`config.mk`:
```
export PLATFORM = sky130hd
export DESIGN_NAME = centroid_track_table
export DESIGN_NICKNAME = d
export VERILOG_FILES = /design/src/rtl/core/ctt_pkg.sv /design/src/rtl/core/centroid_track_table.sv
export SDC_FILE = /design/constraint.sdc
export NUM_CORES = 1
export LEC_CHECK = 0
export BUFFER_PORTS_ARGS = -buffer_cell sky130_fd_sc_hd__buf_4
export CAP_MARGIN = 20
export CORE_UTILIZATION = 32
export CTS_CLUSTER_SIZE = 40
export DETAILED_ROUTE_END_ITERATION = 10
export SETUP_SLACK_MARGIN = 0.2
export SLEW_MARGIN = 20
export SYNTH_ARGS = -nofsm -noshare
export SYNTH_HDL_FRONTEND = slang
export SYNTH_SLANG_ARGS = --single-unit
```
`constraint.sdc`:
```
create_clock -name clock -period 9.5 [get_ports clock]
set_input_delay 0.95 -clock clock [delete_from_list [all_inputs] [get_ports clock]]
set_output_delay 0.95 -clock clock [all_outputs]
set_load 0.02 [all_outputs]
```
`src/rtl/core/ctt_pkg.sv`:
```
`default_nettype none

package ctt_pkg;

   // table geometry
   localparam int ENTRIES      = 16;
   localparam int COORD_BITS   = 12;
   localparam int IDX_W        = (ENTRIES > 1) ? $clog2(ENTRIES) : 1;
   localparam int COUNT_W      = $clog2(ENTRIES + 1);

   // register and field widths
   localparam int RADIUS_W     = 12;
   localparam int ABSENT_CFG_W = 8;
   localparam int ABSENT_W     = 9;
   localparam int SLOT_W       = 4;
   localparam int EVICT_W      = 5;
   localparam int OCC_W        = 5;

   // shared multiplier
   localparam int MUL_W        = (COORD_BITS > RADIUS_W) ? COORD_BITS : RADIUS_W;
   localparam int PROD_W       = 2 * MUL_W;
   localparam int DIST_W       = PROD_W + 1;

   // register port
   localparam int CSR_ADDR_W   = 1;
   localparam int CSR_DATA_W   = (RADIUS_W > ABSENT_CFG_W) ? RADIUS_W : ABSENT_CFG_W;

   localparam logic [CSR_ADDR_W-1:0] CSR_MATCH_RADIUS = CSR_ADDR_W'(0);
   localparam logic [CSR_ADDR_W-1:0] CSR_MAX_ABSENT   = CSR_ADDR_W'(1);

   localparam logic [RADIUS_W-1:0]     RADIUS_RESET = RADIUS_W'(80);
   localparam logic [ABSENT_CFG_W-1:0] ABSENT_RESET = ABSENT_CFG_W'(8);
   localparam logic [ABSENT_W-1:0]     ABSENT_MAX   = '1;

   // item codes
   localparam logic FUNC_DETECT    = 1'b0;
   localparam logic FUNC_FRAME_END = 1'b1;

   typedef struct packed {
      logic                  func;
      logic [COORD_BITS-1:0] x_pos;
      logic [COORD_BITS-1:0] y_pos;
   } req_type;

   typedef struct packed {
      logic               known;
      logic [SLOT_W-1:0]  slot;
      logic               full_res;
      logic [EVICT_W-1:0] evicted;
      logic [OCC_W-1:0]   occupancy;
   } rsp_type;

endpackage

`default_nettype wire

```
`src/rtl/core/centroid_track_table.sv`:
```
// Nearest-neighbour centroid tracker.
//
// Request channel (req_valid / req_stall / req_data): one beat is either a
// detection (func = detect, with x_pos / y_pos) or an end-of-frame marker.
// Response channel (rsp_valid / rsp_stall / rsp_data): exactly one beat per
// request, in request order.
// Register port (csr_we / csr_index / csr_wdata): match_radius and
// max_absent, write only, to be written while the block is idle.
//
// A detection runs one shared multiplier: it squares the radius first,
// then for each stored entry squares dx, squares dy, and adds and
// compares; a decide step then updates the table and builds the
// response. An end-of-frame beat walks the table once, one entry a cycle.
// req_stall is high whenever an item is in progress. A finished response
// sits in an output register; a new request is taken while it waits, and
// only that item's completion waits for the response slot to drain.
// Reset empties the table and restores the register defaults; no sweep.
`default_nettype none

module centroid_track_table
   import ctt_pkg::*;
(
   input  wire logic                  clock,
   input  wire logic                  reset,

   input  wire logic                  req_valid,
   output      logic                  req_stall,
   input  wire req_type               req_data,

   output      logic                  rsp_valid,
   input  wire logic                  rsp_stall,
   output      rsp_type               rsp_data,

   input  wire logic                  csr_we,
   input  wire logic [CSR_ADDR_W-1:0] csr_index,
   input  wire logic [CSR_DATA_W-1:0] csr_wdata
);

   typedef enum logic [2:0] {
      S_IDLE,
      S_LIMIT,
      S_SQX,
      S_SQY,
      S_CMP,
      S_DECIDE,
      S_AGE,
      S_DONE
   } state_type;

   // control and datapath registers
   state_type               state_ff,     state_in;
   logic [COUNT_W-1:0]      count_ff,     count_in;
   logic [COUNT_W-1:0]      scan_ff,      scan_in;
   logic [COUNT_W-1:0]      kept_ff,      kept_in;
   logic [DIST_W-1:0]       best_ff,      best_in;
   logic [IDX_W-1:0]        best_idx_ff,  best_idx_in;
   logic [PROD_W-1:0]       prod_ff,      prod_in;
   logic [PROD_W-1:0]       acc_ff,       acc_in;
   logic [PROD_W-1:0]       limit_ff,     limit_in;
   logic [COORD_BITS-1:0]   x_ff,         x_in;
   logic [COORD_BITS-1:0]   y_ff,         y_in;
   rsp_type                 res_ff,       res_in;
   logic                    rsp_valid_ff, rsp_valid_in;
   rsp_type                 rsp_data_ff,  rsp_data_in;
   logic [RADIUS_W-1:0]     radius_ff;
   logic [ABSENT_CFG_W-1:0] max_absent_ff;

   // entry table
   logic [COORD_BITS-1:0]   entry_x_mem      [ENTRIES];
   logic [COORD_BITS-1:0]   entry_y_mem      [ENTRIES];
   logic [ABSENT_W-1:0]     entry_absent_mem [ENTRIES];
   logic [COORD_BITS-1:0]   rd_x_ff;
   logic [COORD_BITS-1:0]   rd_y_ff;
   logic [ABSENT_W-1:0]     rd_abs_ff;
   logic [IDX_W-1:0]        rd_addr;
   logic                    mem_we;
   logic [IDX_W-1:0]        mem_waddr;
   logic [COORD_BITS-1:0]   mem_wx;
   logic [COORD_BITS-1:0]   mem_wy;
   logic [ABSENT_W-1:0]     mem_wabs;

   // shared multiplier
   logic [MUL_W-1:0]        mul_a;
   logic [MUL_W-1:0]        mul_b;
   logic [PROD_W-1:0]       mul_prod;

   logic [COORD_BITS-1:0]   dx;
   logic [COORD_BITS-1:0]   dy;
   logic [DIST_W-1:0]       dist_sum;
   logic [ABSENT_W-1:0]     abs_inc;
   logic [COUNT_W-1:0]      count_inc;
   logic [COUNT_W-1:0]      scan_inc;
   logic                    req_beat;
   logic                    hit;

   assign req_stall = (state_ff != S_IDLE);
   assign req_beat  = req_valid && !req_stall;
   assign rsp_valid = rsp_valid_ff;
   assign rsp_data  = rsp_data_ff;

   assign dx        = (x_ff >= rd_x_ff) ? (x_ff - rd_x_ff) : (rd_x_ff - x_ff);
   assign dy        = (y_ff >= rd_y_ff) ? (y_ff - rd_y_ff) : (rd_y_ff - y_ff);
   assign dist_sum  = DIST_W'(acc_ff) + DIST_W'(prod_ff);
   assign abs_inc   = (rd_abs_ff == ABSENT_MAX) ? rd_abs_ff : rd_abs_ff + 1'b1;
   assign count_inc = count_ff + 1'b1;
   assign scan_inc  = scan_ff + 1'b1;
   assign hit       = (count_ff != '0) && (best_ff <= DIST_W'(limit_ff));

   // point the registered read at the entry the next cycle works on
   assign rd_addr   = (scan_in < COUNT_W'(ENTRIES)) ? IDX_W'(scan_in) : '0;

   always_comb begin
      unique case (state_ff)
         S_LIMIT: begin
            mul_a = MUL_W'(radius_ff);
            mul_b = MUL_W'(radius_ff);
         end
         S_SQX: begin
            mul_a = MUL_W'(dx);
            mul_b = MUL_W'(dx);
         end
         S_SQY: begin
            mul_a = MUL_W'(dy);
            mul_b = MUL_W'(dy);
         end
         default: begin
            mul_a = '0;
            mul_b = '0;
         end
      endcase
   end

   assign mul_prod = mul_a * mul_b;

   always_comb begin
      state_in     = state_ff;
      count_in     = count_ff;
      scan_in      = scan_ff;
      kept_in      = kept_ff;
      best_in      = best_ff;
      best_idx_in  = best_idx_ff;
      prod_in      = prod_ff;
      acc_in       = acc_ff;
      limit_in     = limit_ff;
      x_in         = x_ff;
      y_in         = y_ff;
      res_in       = res_ff;
      rsp_valid_in = rsp_valid_ff && rsp_stall;
      rsp_data_in  = rsp_data_ff;
      mem_we       = 1'b0;
      mem_waddr    = best_idx_ff;
      mem_wx       = x_ff;
      mem_wy       = y_ff;
      mem_wabs     = '0;

      unique case (state_ff)
         S_IDLE: begin
            if (req_beat) begin
               x_in    = req_data.x_pos;
               y_in    = req_data.y_pos;
               scan_in = '0;
               kept_in = '0;
               if (req_data.func == FUNC_FRAME_END) begin
                  state_in = S_AGE;
               end else begin
                  state_in = S_LIMIT;
               end
            end
         end

         S_LIMIT: begin
            limit_in = mul_prod;
            state_in = (count_ff == '0) ? S_DECIDE : S_SQX;
         end

         S_SQX: begin
            prod_in  = mul_prod;
            state_in = S_SQY;
         end

         S_SQY: begin
            acc_in   = prod_ff;
            prod_in  = mul_prod;
            state_in = S_CMP;
         end

         S_CMP: begin
            // strict less-than keeps the earliest entry on a tie
            if (scan_ff == '0 || dist_sum < best_ff) begin
               best_in     = dist_sum;
               best_idx_in = IDX_W'(scan_ff);
            end
            scan_in  = scan_inc;
            state_in = (scan_inc == count_ff) ? S_DECIDE : S_SQX;
         end

         S_DECIDE: begin
            res_in.evicted = '0;
            if (hit) begin
               mem_we             = 1'b1;
               mem_waddr          = best_idx_ff;
               res_in.known       = 1'b1;
               res_in.slot        = SLOT_W'(best_idx_ff);
               res_in.full_res    = 1'b0;
               res_in.occupancy   = OCC_W'(count_ff);
            end else if (count_ff < COUNT_W'(ENTRIES)) begin
               mem_we             = 1'b1;
               mem_waddr          = IDX_W'(count_ff);
               count_in           = count_inc;
               res_in.known       = 1'b0;
               res_in.slot        = SLOT_W'(count_ff);
               res_in.full_res    = 1'b0;
               res_in.occupancy   = OCC_W'(count_inc);
            end else begin
               // table full: drop the detection
               res_in.known       = 1'b0;
               res_in.slot        = '0;
               res_in.full_res    = 1'b1;
               res_in.occupancy   = OCC_W'(count_ff);
            end
            state_in = S_DONE;
         end

         S_AGE: begin
            if (scan_ff == count_ff) begin
               count_in         = kept_ff;
               res_in.known     = 1'b0;
               res_in.slot      = '0;
               res_in.full_res  = 1'b0;
               res_in.evicted   = EVICT_W'(count_ff - kept_ff);
               res_in.occupancy = OCC_W'(kept_ff);
               state_in         = S_DONE;
            end else begin
               scan_in = scan_inc;
               // keep the survivor, packed down behind the last kept entry
               if (abs_inc <= ABSENT_W'(max_absent_ff)) begin
                  mem_we    = 1'b1;
                  mem_waddr = IDX_W'(kept_ff);
                  mem_wx    = rd_x_ff;
                  mem_wy    = rd_y_ff;
                  mem_wabs  = abs_inc;
                  kept_in   = kept_ff + 1'b1;
               end
            end
         end

         S_DONE: begin
            if (!rsp_valid_ff || !rsp_stall) begin
               rsp_valid_in = 1'b1;
               rsp_data_in  = res_ff;
               state_in     = S_IDLE;
            end
         end
      endcase
   end

   always_ff @(posedge clock) begin
      if (reset) begin
         state_ff      <= S_IDLE;
         count_ff      <= '0;
         rsp_valid_ff  <= 1'b0;
         radius_ff     <= RADIUS_RESET;
         max_absent_ff <= ABSENT_RESET;
      end else begin
         state_ff     <= state_in;
         count_ff     <= count_in;
         rsp_valid_ff <= rsp_valid_in;
         if (csr_we) begin
            unique case (csr_index)
               CSR_MATCH_RADIUS: radius_ff     <= RADIUS_W'(csr_wdata);
               CSR_MAX_ABSENT:   max_absent_ff <= ABSENT_CFG_W'(csr_wdata);
            endcase
         end
      end
      scan_ff     <= scan_in;
      kept_ff     <= kept_in;
      best_ff     <= best_in;
      best_idx_ff <= best_idx_in;
      prod_ff     <= prod_in;
      acc_ff      <= acc_in;
      limit_ff    <= limit_in;
      x_ff        <= x_in;
      y_ff        <= y_in;
      res_ff      <= res_in;
      rsp_data_ff <= rsp_data_in;
   end

   always_ff @(posedge clock) begin
      if (mem_we) begin
         entry_x_mem[mem_waddr]      <= mem_wx;
         entry_y_mem[mem_waddr]      <= mem_wy;
         entry_absent_mem[mem_waddr] <= mem_wabs;
      end
      rd_x_ff   <= entry_x_mem[rd_addr];
      rd_y_ff   <= entry_y_mem[rd_addr];
      rd_abs_ff <= entry_absent_mem[rd_addr];
   end

endmodule

`default_nettype wire

```
After elaboration in Yosys (flattened, before gate mapping)
Memory sizes are Yosys's and may differ from the RTL's. A register that Yosys moved wholly into a read port is not among the register bits.
Index checks and enable logic that the tools add are counted.
Widths: inputs -> output; s select.

operators by class
  add/sub/neg operators = 10
  multipliers = 1
  divide/modulo/power cells = 0
  order comparisons = 7
  eq/ne operators = 15
  shifts and indexed selects = 0
  muxes and demuxes = 50
  bitwise gates (word level) = 1
  reduce and logical (&&, ||, !) cells = 24

operators with widths
  operator             count
  $mux 12              8
  $sub 12x12->12       4
  $mux 5               9
  $mux 9               4
  $pmux 12 s3          1
  $pmux 16 s2          1
  $add 24x24->25       1
  $le 25x24->1         1
  $lt 25x25->1         1
  $ge 12x12->1         2
  $mul 12x12->24       1
  $pmux 3 s8           1
  $mux 4               5
  $pmux 5 s2           2
  $mux 3               6
  $mux 16              1
  $add 5x1->5 const B  3
  $pmux 5 s3           1
  $eq 3x3->1 const B   4
  $reduce_and 2->1     6
  $eq 5x5->1           2
  $logic_not 5->1      2
  $lt 5x5->1 const B   2
  $ne 2x2->1 const B   5
  other kinds (21)     35

storage, ports and cells
  bits in registers = 196
  bits in latches = 0
  bits in writable memories = 528
  memory bits (read-only) = 0
  input port bits = 43
  output and inout bits = 18
  word-level logic and storage cells = 135
  memories = 3

memories
  memory            depth  width  read ports  clocked after Yosys merged registers in  write ports  RTL line                    text
  entry_x_mem       16     12     1           1                                        1            centroid_track_table.sv:69  logic [COORD_BITS-1:0] entry_x_mem [ENTRIES];
  entry_y_mem       16     12     1           1                                        1            centroid_track_table.sv:70  logic [COORD_BITS-1:0] entry_y_mem [ENTRIES];
  entry_absent_mem  16     9      1           1                                        1            centroid_track_table.sv:71  logic [ABSENT_W-1:0] entry_absent_mem [ENTRIES];

Depth between registers and ports, before layout
Gate-level depths: netlist of the first run.

  depth in word-level cells = 8
  mapped depth = 36
  gate-level depth less buffers = 34

Least setup slack after synthesis of the first run
Ideal clock, no wire load.

  kind = register to register
  start = register x_ff[0]
  end = register limit_ff[22], data pin
  library setup time = 0.267 ns
  arrival time = 8.136 ns
  required time = 9.233 ns
  setup slack = 1.097 ns
  stages on the path, launching flop included = 35
  buffers on the path = 1
  clock period less this slack = 8.403 ns
  cell sequence = edfxtp_1 > inv_1 > ha_1 > inv_1 > fa_1 > a21o_1 > a2111oi_1 > o21ba_2 > nand2_1 > buf_4 > mux2i_1 > xnor2_1 > a21oi_1 > a311oi_1 > inv_2 > nor3_1 > inv_1 > fa_1 > inv_1 > ha_1 > fa_1 > inv_1 > fa_1 > fa_1 > inv_1 > ha_1 > o21ai_0 > a21boi_0 > o21ai_0 > a21oi_1 > a41o_1 > or4_1 > a311o_1 > o31ai_1 > xnor2_1

between the ends
  word-level cells in the longest chain between the ends = 4
  elaborated cells between the ends (all ways) = 6
  those cells by class = add/sub (2); mul (1); order compare (1); mux (2)

RTL lines
  what                                                   RTL line                     text
  start, declared                                        centroid_track_table.sv:60   logic [COORD_BITS-1:0] x_ff, x_in;
  start signal, assigned                                 centroid_track_table.sv:282  x_ff <= x_in;
  $sub 12x12->12 / $ge 12x12->1 (equally long branches)  centroid_track_table.sv:101  assign dx = (x_ff >= rd_x_ff) ? (x_ff - rd_x_ff) : (rd_x_ff - x_ff);
  $mux 12 (*)                                            centroid_track_table.sv:101
  $pmux 12 s3 (*)                                        centroid_track_table.sv:113  unique case (state_ff)
  $mul 12x12->24 (*)                                     centroid_track_table.sv:133  assign mul_prod = mul_a * mul_b;
  named net mul_prod[22]                                 centroid_track_table.sv:85   logic [PROD_W-1:0] mul_prod;
  end signal, assigned                                   centroid_track_table.sv:281  limit_ff <= limit_in;
  end, declared                                          centroid_track_table.sv:59   logic [PROD_W-1:0] limit_ff, limit_in;

The timed path passes the listed nets; every way through them passes the cells marked *.
A chain may end at the register's enable or synchronous reset.

Worst setup path after layout of the first run
  start = register y_ff[0]
  end = register limit_ff[22], data pin

between the ends
  word-level cells in the longest chain between the ends = 4
  elaborated cells between the ends (all ways) = 6
  those cells by class = add/sub (2); mul (1); order compare (1); mux (2)

RTL lines
  what                                                   RTL line                     text
  start, declared                                        centroid_track_table.sv:61   logic [COORD_BITS-1:0] y_ff, y_in;
  start signal, assigned                                 centroid_track_table.sv:283  y_ff <= y_in;
  $sub 12x12->12 / $ge 12x12->1 (equally long branches)  centroid_track_table.sv:102  assign dy = (y_ff >= rd_y_ff) ? (y_ff - rd_y_ff) : (rd_y_ff - y_ff);
  $mux 12 (*)                                            centroid_track_table.sv:102
  $pmux 12 s3 (*)                                        centroid_track_table.sv:113
  $mul 12x12->24 (*)                                     centroid_track_table.sv:133
  named net mul_prod[22]                                 centroid_track_table.sv:85

Marks and branches as above.

==> results of run 1 <==
per-stage QoR:
step,instances,instance area (um2)
floorplan,2881,36600
finish,4527,41800
global route,4526,41800
global placement,4371,39000
CTS,4525,41800
detailed placement,4372,39000
cells by family (layout without fill, tap and decap cells):
family / count (synthesis) / in the layout / share of synthesized area, %
DFF: 754 / 754 / 60.1
AOI/OAI and AO/OA: 641 / 641 / 11.7
and+or+nand+nor: 615 / 615 / 7.62
buffers and inverters: 380 / 525 / 4.20
adders and majority gates: 273 / 273 / 11.0
muxes: 122 / 122 / 3.40
xor gates and xnor gates: 80 / 80 / 1.92
other: 1 / 17 / 0.0103
layout make-up:
type                    count  area share (%)
clock inverters            47            1.25
clock buffers             106            5.34
diodes                      1         0.00599
repair buffers            127            2.29
well taps                1500            4.49
multi-input cells        1747            31.9
inverters                 245            2.20
flip-flops and latches    754            52.6
final timing paths:
check / end / depth (start not counted)
worst max-delay path: limit_ff[22] / 29
worst min-delay path: rsp_data[15] / 0
worst max register to register: limit_ff[22] / 29
worst min register to register: rsp_data[15] / 0
routing by layer:
| metal | GRT usage (%) | wire length, um | vias up |
|---|---|---|---|
| met5 | 0 | 0 | - |
| met4 | 5.42 | 2640 | 0 |
| met3 | 2.65 | 6290 | 161 |
| met2 | 26.5 | 44100 | 805 |
| met1 | 22.0 | 41700 | 11500 |
| li1 | - | - | 10800 |
state kept, by name, indices dropped and copies added, names as in the netlist, 4 cells and up:
name	count
rd_abs_ff	9
res_ff	16
acc_ff	23
kept_ff	5
max_absent_ff	8
y_ff	12
rsp_data	16
rd_y_ff	12
prod_ff	23
best_ff	25
radius_ff	12
x_ff	12
scan_ff	5
entry_y_mem	192
count_ff	5
best_idx_ff	4
entry_x_mem	192
limit_ff	23
entry_absent_mem	144
rd_x_ff	12
power groups by stage:
stage	registers, mW	logic, mW	clock network (mW)
after global routing	4.53	6.87	3.38
after detailed placement	4.56	6.16	0
after global placement	4.55	6.09	0
after CTS	4.49	6.19	3.26
final	4.49	6.21	3.21
after floorplan	4.47	4.43	0
critical path: cells and delay by family, from the launching register on:
family	cells	cell delay, ns
fa+ha+maj	8	3.29
compound gates	11	2.85
simple gates	5	1.44
xor+xnor	2	0.46
flops	1	0.40
buf+inv	3	0.21
layout by cell type, fill, tap and decap left out, types with 83 or more instances in the layout:
| cell | count |
|---|---|
| clkbuf_16 | 83 |
| buf_4 | 126 |
| fa_1 | 83 |
| ha_1 | 190 |
| nor2_1 | 121 |
| mux2i_1 | 114 |
| nand2_1 | 244 |
| a21oi_1 | 149 |
| inv_1 | 240 |
| o21ai_0 | 158 |
| edfxtp_1 | 687 |
==> impl_results.md, run 1 <==
* Outcome: finished, final reports clean
* RSZ-0062 raised after global routing: false
* Setup TNS at 0 ns
* Vias/cell at between 5 and 6
* Fmax at ~110 MHz
* Synth Register Bits at about 750
* Pre-CTS setup slack at approximately 0.58 ns
* H-tree depth at 3
* Post-synth ARST share at 0%
* CP dominant cell by count: fa_1
* Initial antenna violation count at 2
* Die area at around 0.12 mm2
* Synth area leaders: edfxtp_1 56%, ha_1 6.5%, fa_1 4.5%
* Crit-path slowest cell: a21oi_1
* Fillers at ~11000
* Slowest cell delay on critical path at between 0.6 and 0.7 ns
* HP Class: flip-flop to flip-flop
* Max cap viols at 0
* Worst Hold Launch: res_ff[15]
* CTS Buf Count at between 80 and 90
* Global-route wire length before repair at roughly 140000 um
* Most common cell in the netlist: edfxtp_1
* Commonest cells post-synth: 687 x edfxtp_1, 244 x nand2_1, 240 x inv_1
* Final hold vios at 0
* R2r setup slk at around 0.54 ns
* Wirelength per Cell at 20.9 um
* DR DRC count at 0
* Global-route usage over all layers at between 15 and 20%
* Nets at about 3300
* WL final at 94800 um
* Synth area leader: edfxtp_1
* Overall Power at ~14 mW
* Synth Instances at about 2900
* Unique masters post-synth at 81
* Starting Density at roughly a third
* Post-synthesis sequential area ratio at between 60% and 70%
* IO buf count at 60
* Setup violations, final at 0
* Pre-antenna DRT Iters at 7
* Antenna Nets Post-Route at 0
* FF+latch area at roughly 0.022 mm2
* Clk network pwr share at approximately 23%
* Post-layout min period at about 9 ns
* Crit. End Element: flip-flop
* Critical Path RT at just under 10 ns
* Worst path arrival time at 9.35 ns
* Clock tree from TritonCTS: yes
* Final worst slack at between 0.5 and 0.6 ns
* Maximum clock insertion buffer count at 3
* Multi-input logic area at approximately 0.013 mm2
* Sw Ratio at about two fifths
* Worst-Skew Late Latency at ~0.66 ns
* Share of power burned in registers at approximately a third
* Final period util at a little over nine tenths
* Die Span Y at between 300 and 400 um
* Final Skew at ~0.034 ns
* Post CTS Setup Buffer Count at 0
* Synth Flop Type: edfxtp_1
* Core area at 0.113 mm2
* Slew Limit Fails at 0
* Slew headroom at between 20 and 30%
* EDFF count, synth at slightly below 700
* GRT overflow at 0
* Die W at ~340 um
* Rows at between 100 and 150
* Setup CP Type: flip-flop to flip-flop
* Root buffer cell: clkbuf_16
* Post_cts resized at 0
* Crit path from: y_ff[0]
* Type of origin of the critical path: flip-flop
* Worst R2R Start: y_ff[0]
* WHS at 0.417 ns
* Power per cell area at about 330 mW/mm2
* RePlAce Congestion at around 0.89
* Initial DRC count at between 2000 and 2500
* Peak VDD IR at 0.000500 V
* Synthesized area per cell at around 13 um2
* TritonCTS Sinks at around 750
* Final core utilization at between 30% and 40%
* Post-Syn Area at 0.0366 mm2
* Routed vias at 23300
* Psw at between 5 and 6 mW
* CTS clk-pin slew, worst paths at 0.06 ns
* Vias in the first global route at about 23000
* Yosys warnings at 0
* Layout cells sized above 1 at 10.1%
* Dpl hpwl at 56500 um
* Combinational share of power at 44.7%
* Layout area overhead at 14.3%
* Measured slew at the worst slew-check pin at 1.11 ns
* Largest net degree at the start of global routing at 78
* Internal power at 8.37 mW
* Max FO, Critical Path at 8
* Share of the synthesized area in the top cell type at a little under three fifths
* Hold Buf Count CTS at 0
* Leakage at ~16 nW
* IO Pins at slightly above 60
No activity file was read; power rests on OpenSTA's default activity.
==> run 2: changes to the inputs <==
CORE_UTILIZATION = 57   (was 32)
PLACE_DENSITY = 0.76   (was not set)
clock period = 7.3 ns   (was 9.5 ns; I/O delays follow)
==> impl_results.md, run 2 (synthesis gave the netlist of run 1 again) <==
* Final core utilization at 68.9%
* Worst path arrival time at roughly 8.4 ns
* Commonest cells after routing, fill and taps aside: 687 x edfxtp_1, 376 x buf_4, 236 x nand2_1, 234 x inv_1, 184 x ha_1
* Slowest cell delay on critical path at 0.54 ns
* CP dominant cell by count: fa_1
* Setup TNS at -11.59 ns
* Clock tree from TritonCTS: yes
* Layout area overhead at 19.0%
* Initial DRC count at around 2500
* Die W at 255 um
* Largest registers: entry_x_mem: 192 flops, entry_y_mem: 192 flops, entry_absent_mem: 144 flops
* N_diodes at 0
* Final hold vios at 0
* Layout cells sized above 1 at between 10% and 20%
* Final period util at 110%
* Initial antenna violation count at 1
* Max cap viols at 0
* Root buffer cell: clkbuf_16
* CTS clk-pin slew, worst paths at 0.08 ns
* Crit-path leading delay family: adder cells
* Outcome: finished, violations left
* Routed vias at around 25000
* Vias in the first global route at between 20000 and 30000
* Wirelength per Cell at ~23 um
* Most common cell after layout, fill and taps aside: edfxtp_1
* Rows at between 90 and 100
* Setup CP Type: flip-flop to flip-flop
* Crit path buffers/inverters at 8
* Power per cell area at 457 mW/mm2
* Nets at between 3000 and 4000
* Leakage at 17.3 nW
* HP Class: input pin to flip-flop
* Crit. End Element: flip-flop
* WL final at between 90000 and 100000 um
* Antenna Nets Post-Route at 0
* Fmax at around 120 MHz
* RSZ-0062 raised after global routing: true
* RePlAce Congestion at slightly above 0.9
* IO Pins at 61
* Die Span Y at between 200 and 300 um
* Peak VDD IR at between 0.0003 and 0.0004 V
* WHS at approximately 0.27 ns
* Slew headroom at between 20% and 30%
* Core area at around 0.063 mm2
* Die area at 0.0652 mm2
* Dpl hpwl at 60200 um
* Max FO, Critical Path at 4
* Type of origin of the critical path: flip-flop
* Failing checks: setup timing
* Measured slew at the worst slew-check pin at 1.08 ns
* Vias/cell at about 6
* Global-route usage over all layers at 29.7%
* Worst-Skew Late Latency at between 0.6 and 0.7 ns
* Global-route wire length before repair at between 100000 and 150000 um
* Setup violations, final at 24
* Starting Density at slightly below 60%
* H-tree depth at 3
* DR DRC count at 0
* Pre-antenna DRT Iters at 6
* Final worst slack at -0.703 ns
* Slew Limit Fails at 0
* GRT overflow at 0
* Crit-path slowest cell: fa_1
* Critical Path RT at about 7.7 ns
* TritonCTS Sinks at between 700 and 800
* Largest net degree at the start of global routing at 102
* IO buf count at 60
* Maximum clock insertion buffer count at 3
* Post-layout min period at ~8 ns
* CTS Buf Count at 78
* Final Skew at roughly 0.027 ns
==> run 2: routing by layer <==
metal / global-route usage [%] / routed length, um / vias up
li1: - / - / 11300
met1: 38.1 / 37000 / 12300
met2: 49.3 / 46400 / 1227
met3: 4.94 / 8240 / 259
met4: 13.8 / 4170 / 2
met5: 0 / 11 / -
==> run 2: path summary, 6_finish.rpt <==
check,start,end,slack (ns),cells past startpoint
worst min-delay path,req_data[20],x_ff[8],0.27,1
worst max register to register,x_ff[0],prod_ff[22],-0.70,33
worst min register to register,res_ff[5],rsp_data[5],0.42,0
worst max-delay path,x_ff[0],prod_ff[22],-0.70,33
==> run 2: per-stage QoR <==
stage	setup slack (ns)	instance area (um2)	power, mW	std cells
floorplan	-0.551	36800	11.8	2881
global placement	-0.911	40200	14.8	3956
detailed placement	-1.09	40200	15.2	3957
CTS	-0.665	43200	19.5	4112
global route	-1.04	43500	21.0	4124
finish	-0.703	43500	19.9	4124
==> run 2: repair_timing <==
action / CTS / global route
pin swaps: 35 / 18
resized for setup: 43 / 39
setup endpoints to repair: 26 / 32
hold buffers: 0 / 0
buffers inserted: 13 / 12
==> run 2: power breakdown <==
| group | internal, mW | switching, mW | total [mW] |
|---|---|---|---|
| sequential | 5.55 | 0.294 | 5.85 |
| combinational | 4.14 | 5.78 | 9.91 |
| clock | 2.45 | 1.69 | 4.14 |
| total | 12.1 | 7.76 | 19.9 |
==> run 2: area by class of cell <==
type	count	area, um2
sequential	754	22000
clock buffer	93	2070
clock inverter	49	622
inverter	245	922
timing repair buffer	390	3010
multi-input combinational	1747	13900
tap	846	1060
fill	4302	19700
